<file path="src/rtl/spq_pkg.sv">
package spq_pkg;

    localparam int SPQ_DEPTH  = 16;
    localparam int KEY_BITS   = 8;
    localparam int TAG_BITS   = 16;
    localparam int LIMIT_BITS = 5;
    localparam int OCC_BITS   = 5;
    localparam int STAT_BITS  = 2;

    localparam logic [LIMIT_BITS-1:0] LIMIT_RESET = 5'd16;

    localparam logic OP_INSERT = 1'b0;
    localparam logic OP_POP    = 1'b1;

    localparam logic [STAT_BITS-1:0] ST_INSERTED = 2'd0;
    localparam logic [STAT_BITS-1:0] ST_POPPED   = 2'd1;
    localparam logic [STAT_BITS-1:0] ST_FULL     = 2'd2;
    localparam logic [STAT_BITS-1:0] ST_EMPTY    = 2'd3;

    typedef struct packed {
        logic                op;
        logic [KEY_BITS-1:0] urgency_level;
        logic [TAG_BITS-1:0] entry_tag;
    } spq_in_t;

    typedef struct packed {
        logic [STAT_BITS-1:0] status;
        logic [KEY_BITS-1:0]  popped_urgency;
        logic [TAG_BITS-1:0]  popped_tag;
        logic [OCC_BITS-1:0]  occupancy;
    } spq_out_t;

    typedef struct packed {
        logic                ins;
        logic                pop;
        logic [KEY_BITS-1:0] key;
        logic [TAG_BITS-1:0] tag;
    } spq_ctrl_t;

endpackage

</file>
<file path="src/rtl/spq_cell.sv">
module spq_cell (
    input  logic                         clk,
    input  spq_pkg::spq_ctrl_t           ctrl,
    input  logic                         occupied,
    input  logic                         left_ge,
    input  logic [spq_pkg::KEY_BITS-1:0] left_key,
    input  logic [spq_pkg::TAG_BITS-1:0] left_tag,
    input  logic [spq_pkg::KEY_BITS-1:0] right_key,
    input  logic [spq_pkg::TAG_BITS-1:0] right_tag,
    output logic                         ge,
    output logic [spq_pkg::KEY_BITS-1:0] key,
    output logic [spq_pkg::TAG_BITS-1:0] tag
);
    import spq_pkg::*;

    logic [KEY_BITS-1:0] key_reg;
    logic [KEY_BITS-1:0] key_next;
    logic [TAG_BITS-1:0] tag_reg;
    logic [TAG_BITS-1:0] tag_next;

    // An occupied cell whose key is at least the new key keeps its entry.
    assign ge = occupied && (key_reg >= ctrl.key);

    always_comb
    begin
        key_next = key_reg;
        tag_next = tag_reg;
        if (ctrl.ins && !ge)
        begin
            if (left_ge)
            begin
                key_next = ctrl.key;
                tag_next = ctrl.tag;
            end
            else
            begin
                key_next = left_key;
                tag_next = left_tag;
            end
        end
        else if (ctrl.pop)
        begin
            key_next = right_key;
            tag_next = right_tag;
        end
    end

    always_ff @(posedge clk)
    begin
        key_reg <= key_next;
        tag_reg <= tag_next;
    end

    assign key = key_reg;
    assign tag = tag_reg;

endmodule

</file>
<file path="src/rtl/sorted_priority_queue_unit.sv">
// Sorted priority queue of urgency keys with tags, front entry is the most urgent.
// Command channel: drive cmd and raise start; the word is taken at a rising edge
// with start high and busy low. Busy stays low, so a word can be taken every cycle.
// Each word gives exactly one result word on result, marked by done for one cycle,
// in the cycle after the command is taken. The receiver cannot stall the result.
// An insert places the entry after all entries of equal or higher urgency.
// An insert at the capacity limit is refused with status full, a pop on an empty
// queue is refused with status empty; popped fields are zero unless popped.
// Throughput is one word per cycle, set by the row of cells that all compare
// against the new key and shift in the same cycle. The user must write the
// capacity limit via cfg_we/cfg_wdata only while idle; the block does not check.
// Reset empties the queue and sets the capacity limit to sixteen.
module sorted_priority_queue_unit #(
    parameter int DEPTH = spq_pkg::SPQ_DEPTH
) (
    input  logic                           clk,
    input  logic                           rst_n,
    input  logic                           start,
    output logic                           busy,
    input  spq_pkg::spq_in_t               cmd,
    input  logic                           cfg_we,
    input  logic [spq_pkg::LIMIT_BITS-1:0] cfg_wdata,
    output logic                           done,
    output spq_pkg::spq_out_t              result
);
    import spq_pkg::*;

    localparam int CNT_BITS = $clog2(DEPTH + 1);
    localparam int CMP_BITS = (CNT_BITS > LIMIT_BITS) ? CNT_BITS : LIMIT_BITS;

    logic [CNT_BITS-1:0]   count_reg;
    logic [CNT_BITS-1:0]   count_next;
    logic [LIMIT_BITS-1:0] limit_reg;
    logic                  done_reg;
    spq_out_t              result_reg;
    spq_out_t              result_next;
    spq_ctrl_t             ctrl;
    logic                  accept;
    logic                  full;
    logic                  empty;
    logic [CMP_BITS-1:0]   count_wide;

    logic [DEPTH-1:0]    cell_ge;
    logic [KEY_BITS-1:0] cell_key [DEPTH];
    logic [TAG_BITS-1:0] cell_tag [DEPTH];

    assign busy   = 1'b0;
    assign accept = start && !busy;

    assign full  = (CMP_BITS'(count_reg) >= CMP_BITS'(limit_reg))
                || (count_reg >= CNT_BITS'(DEPTH));
    assign empty = (count_reg == '0);

    always_comb
    begin
        ctrl.ins = accept && (cmd.op == OP_INSERT) && !full;
        ctrl.pop = accept && (cmd.op == OP_POP) && !empty;
        ctrl.key = cmd.urgency_level;
        ctrl.tag = cmd.entry_tag;
    end

    always_comb
    begin
        count_next = count_reg;
        if (ctrl.ins)
        begin
            count_next = count_reg + CNT_BITS'(1);
        end
        else if (ctrl.pop)
        begin
            count_next = count_reg - CNT_BITS'(1);
        end
    end

    assign count_wide = CMP_BITS'(count_next);

    always_comb
    begin
        result_next.popped_urgency = '0;
        result_next.popped_tag     = '0;
        result_next.occupancy      = count_wide[OCC_BITS-1:0];
        if (cmd.op == OP_INSERT)
        begin
            result_next.status = full ? ST_FULL : ST_INSERTED;
        end
        else if (empty)
        begin
            result_next.status = ST_EMPTY;
        end
        else
        begin
            result_next.status         = ST_POPPED;
            result_next.popped_urgency = cell_key[0];
            result_next.popped_tag     = cell_tag[0];
        end
    end

    genvar i;
    generate
        for (i = 0; i < DEPTH; i++)
        begin : g_cell
            logic                occ;
            logic                lge;
            logic [KEY_BITS-1:0] lkey;
            logic [TAG_BITS-1:0] ltag;
            logic [KEY_BITS-1:0] rkey;
            logic [TAG_BITS-1:0] rtag;

            assign occ = (count_reg > CNT_BITS'(i));

            if (i == 0)
            begin : g_first
                assign lge  = 1'b1;
                assign lkey = ctrl.key;
                assign ltag = ctrl.tag;
            end
            else
            begin : g_mid
                assign lge  = cell_ge[i-1];
                assign lkey = cell_key[i-1];
                assign ltag = cell_tag[i-1];
            end

            if (i == DEPTH - 1)
            begin : g_last
                assign rkey = cell_key[i];
                assign rtag = cell_tag[i];
            end
            else
            begin : g_inner
                assign rkey = cell_key[i+1];
                assign rtag = cell_tag[i+1];
            end

            spq_cell u_cell (
                .clk       (clk),
                .ctrl      (ctrl),
                .occupied  (occ),
                .left_ge   (lge),
                .left_key  (lkey),
                .left_tag  (ltag),
                .right_key (rkey),
                .right_tag (rtag),
                .ge        (cell_ge[i]),
                .key       (cell_key[i]),
                .tag       (cell_tag[i])
            );
        end
    endgenerate

    always_ff @(posedge clk or negedge rst_n)
    begin
        if (!rst_n)
        begin
            count_reg <= '0;
            limit_reg <= LIMIT_RESET;
            done_reg  <= 1'b0;
        end
        else
        begin
            count_reg <= count_next;
            done_reg  <= accept;
            if (cfg_we)
            begin
                limit_reg <= cfg_wdata;
            end
        end
    end

    always_ff @(posedge clk)
    begin
        if (accept)
        begin
            result_reg <= result_next;
        end
    end

    assign done   = done_reg;
    assign result = result_reg;

endmodule

</file>
<file path="config.mk">
export PLATFORM = sky130hd
export DESIGN_NAME = sorted_priority_queue_unit
export DESIGN_NICKNAME = d
export VERILOG_FILES = /design/src/rtl/spq_pkg.sv /design/src/rtl/spq_cell.sv /design/src/rtl/sorted_priority_queue_unit.sv
export SDC_FILE = /design/constraint.sdc
export NUM_CORES = 1
export LEC_CHECK = 0
export ABC_AREA = 1
export BUFFER_PORTS_ARGS = -buffer_cell sky130_fd_sc_hd__buf_2
export CORE_MARGIN = 2
export CORE_UTILIZATION = 64
export DETAILED_ROUTE_END_ITERATION = 16
export PLACE_DENSITY = 0.85
export SLEW_MARGIN = 20
export SYNTH_ARGS = -nofsm -noshare
export SYNTH_HDL_FRONTEND = slang
export SYNTH_HIERARCHICAL = 1
export SYNTH_SLANG_ARGS = --single-unit
</file>
<file path="constraint.sdc">
create_clock -name clk -period 3.9 [get_ports clk]
set_clock_uncertainty 0.1 [all_clocks]
set_input_delay 0.585 -clock clk [delete_from_list [all_inputs] [get_ports clk]]
set_output_delay 0.585 -clock clk [all_outputs]
set_load 0.05 [all_outputs]
</file>
Yosys cells after proc, flatten, opt, wreduce, memory -nomap -nowiden
Cells that the tools add are included. Widths: inputs -> output; s select.

Bits in registers: 426.

$add $sub $neg: 2. $lt $le $gt $ge: 34. Mux-type cells: 95. Bitwise gates (word level): 1. Reduce and logical (&&, ||, !) cells: 72.

Operators with widths (count): $mux 16 (45); $mux 8 (45); $ge 8x8->1 (16); $gt 5x4->1 const B (8); $logic_and 1x1->1 (36); $reduce_bool 2->1 (15); $gt 5x3->1 const B (4); $logic_not 1->1 (18); $gt 5x1->1 const B (2); $gt 5x2->1 const B (2); $mux 5 (2); $mux 2 (3); $add 5x1->5 const B (1); $ge 5x5->1 (1); $ge 5x5->1 const B (1); $logic_not 5->1 (1); $sub 5x1->5 const B (1); $reduce_or 2->1 (1); $logic_or 1x1->1 (1); $not 1->1 (1).

Depth between registers and ports, before layout
Depth in word-level cells: 6. Gate-level depth with buffers: 17. Depth with buffers taken out: 14.

Hierarchy
Netlist, hierarchy kept.

By module, submodules not included: spq_cell at g_cell[0].u_cell ... (times used 13, cells an instance 170, area each 1687.9 µm², seq. area each 720.7 µm²); spq_cell at g_cell[7].u_cell ... (times used 3, cells an instance 170, area each 1620.3 µm², seq. area each 720.7 µm²); sorted_priority_queue_unit (times used 1, cells an instance 244, area each 2265.9 µm², seq. area each 1207.4 µm²).

Worst setup path before layout
Ideal clock, no wire load.

Path kind: register to register. From: register count_reg[0]. To: register g_cell[3].u_cell.key_reg[0] (enable). Arrival time: 2534 ps. Data required time: 3419 ps. Slack: 885 ps. Cell stages (with the launch flop): 10. Path buffers: 2. Clock period less this slack: 3015 ps. Path through: dfrtp_1 > inv_1 > ha_1 > o21ai_4 > nand3_4 > inv_1 > buf_2 > nand2_8 > buf_12 > nand2_1.

RTL lines: from (decl) (line sorted_priority_queue_unit.sv:31) `logic [CNT_BITS-1:0] count_reg;`; from (signal assigned) (line sorted_priority_queue_unit.sv:161) `count_reg <= count_next;`; to (signal assigned) (line spq_cell.sv:50) `key_reg <= key_next;`; to (decl) (line spq_cell.sv:16) `logic [KEY_BITS-1:0] key_reg;`.

==> flow_summary.ini <==
[clock_tree]
cts_made_buffers = 47
clk_pin_slew_ns = 0.06
tritoncts = yes
root_buffer = clkbuf_16
htree_levels = 2
clockBufferDepth = 3
cts_resized = 0
cts.sinks = 426
clk_latency_ns = 0.61

[route]
antenna_left = 0
firstDrtPassIters = 6
drt_iter0_drc = 1545
totalWireLength_mm = 63.1
via_per_inst = 5.75
vias = 20700
drc = 0
wl_per_cell_um = 17.5

[finish]
nets = 3142
fill_cells = 3250
stdcell_count = 3607
final_common_cell = nand2_1
final_cell_mix = nand2_1, edfxtp_1, nand3_1
largest_reg_flops = 256
syn_to_final_growth_pct = 5.60
drive_above_1_share_pct = 30.5

[timing]
tns_ns = 0
period_share_pct = 87.2
rsz0062_at_grt = no
hold_viol_final = 0
finalCriticalPeriod_ns = 3.40
worst_pin_slew_ns = 0.716
max_freq_ghz = 0.294
relSlewSlack_pct = 52.3
setup_viol = 0
whs_ns = 0.117
drv_slew = 0

[yosys]
synth_area_per_cell_um2 = 9.81
synth_nets = 3135
yosysWarnings = 6
syn-cell-area_um2 = 29100
syn_inst = 2963

[power_and_ir_drop]
peakVddDrop_mv = 0.486
p_per_area_nw_per_um2 = 704
power_leakage_uw = 0.0137

[setup_path]
arrival_ns = 3.77
required_ns = 4.27
worstSetupStartpointType = flop
startpoint = count_reg[0]
crit_path_max_fanout = 70
reg2reg_from = count_reg[0]
crit_path_end_kind = flop
critPathKind = reg -> reg

[die]
fp.dieW_um = 217
core_area_um2 = 45100
dieHeight_um = 217
die-area_um2 = 47100
start_util_pct = 64.5
core.rowCount = 78
io_pins = 67

[place]
hpwl_mm = 45.5
numPlacedInstances = 3520
io_buffers = 65
gp_congestion = 0.831

[global_route]
antenna_found_initial = 2
met1_usage_pct = 32.8
first_global_vias = 21200
grt_pass1_wl_mm = 105
grt-ovfl-total = 0
grt_usage_pct = 26.8
busiest_layer = met2
grt_util_met3_pct = 3.21
use_met2_pct = 48.6
grt_max_degree = 106

[status]
status = completed

[run]
maxCapViolCount = 0

[hold_path]
hp-start = cfg_wdata[1]
hold_class = in -> reg
-- worst paths after layout --
| check | endpoint | slack, ns | cells past startpoint |
|---|---|---|---|
| worst max-delay path | g_cell[6].u_cell/tag[7] | 0.50 | 9 |
| worst min-delay path | limit_reg[1] | 0.12 | 3 |
| worst max register to register | g_cell[6].u_cell/tag[7] | 0.50 | 9 |
| worst min register to register | limit_reg[4] | 0.41 | 2 |
| max in group asynchronous | limit_reg[4] | 3.12 | 2 |
| min in group asynchronous | limit_reg[2] | 0.31 | 2 |
-- per-stage QoR --
stage                     util (%)  power [uW]  instance area (um2)  setup WS, ns
after floorplan                  -       15700                29100         0.885
after global placement        64.9       16800                29300         0.511
after detailed placement      64.9       17300                29300         0.335
after CTS                     68.1       21600                30700         0.526
after global routing          68.1       22900                30700         0.320
final                         68.1       21600                30700         0.500
-- timing repair --
action / CTS / global route
endpoints found under the hold margin: 11 / 0
buffers inserted: 0 / 0
hold buffers: 1 / 0
-- layout make-up --
type | count | area [um2] | share of cell area, %
Antenna cell | 2 | 5.00 | 0.0163
Clock buffer | 57 | 1210 | 3.95
Clock inverter | 27 | 200 | 0.652
Inverter | 255 | 965 | 3.14
Multi-Input combinational cell | 2115 | 14000 | 45.6
Sequential cell | 426 | 12700 | 41.5
Tap cell | 600 | 751 | 2.45
Timing Repair Buffer | 125 | 828 | 2.70
-- routing by layer --
metal,wire length (um),vias to the layer above
li1,-,10000
met1,25800,9968
met2,32500,627
met3,3160,116
met4,1660,0
met5,0,-
-- worst max-delay path: stages, from the launching register on --
cell and delay, ns:
dfrtp_1 0.55, inv_1 0.24, ha_1 0.38, o21ai_4 0.28, nand3_4 0.17, inv_8 0.35, buf_4 0.27, buf_4 0.59
nand3_1 0.18, nand2_1 0.12
-- report_power, final --
part	switching [uW]	internal [uW]
combinational	5590	3830
sequential	940	7040
clock	1870	2350
total	8400	13200
(Power assumes the default switching activity.)
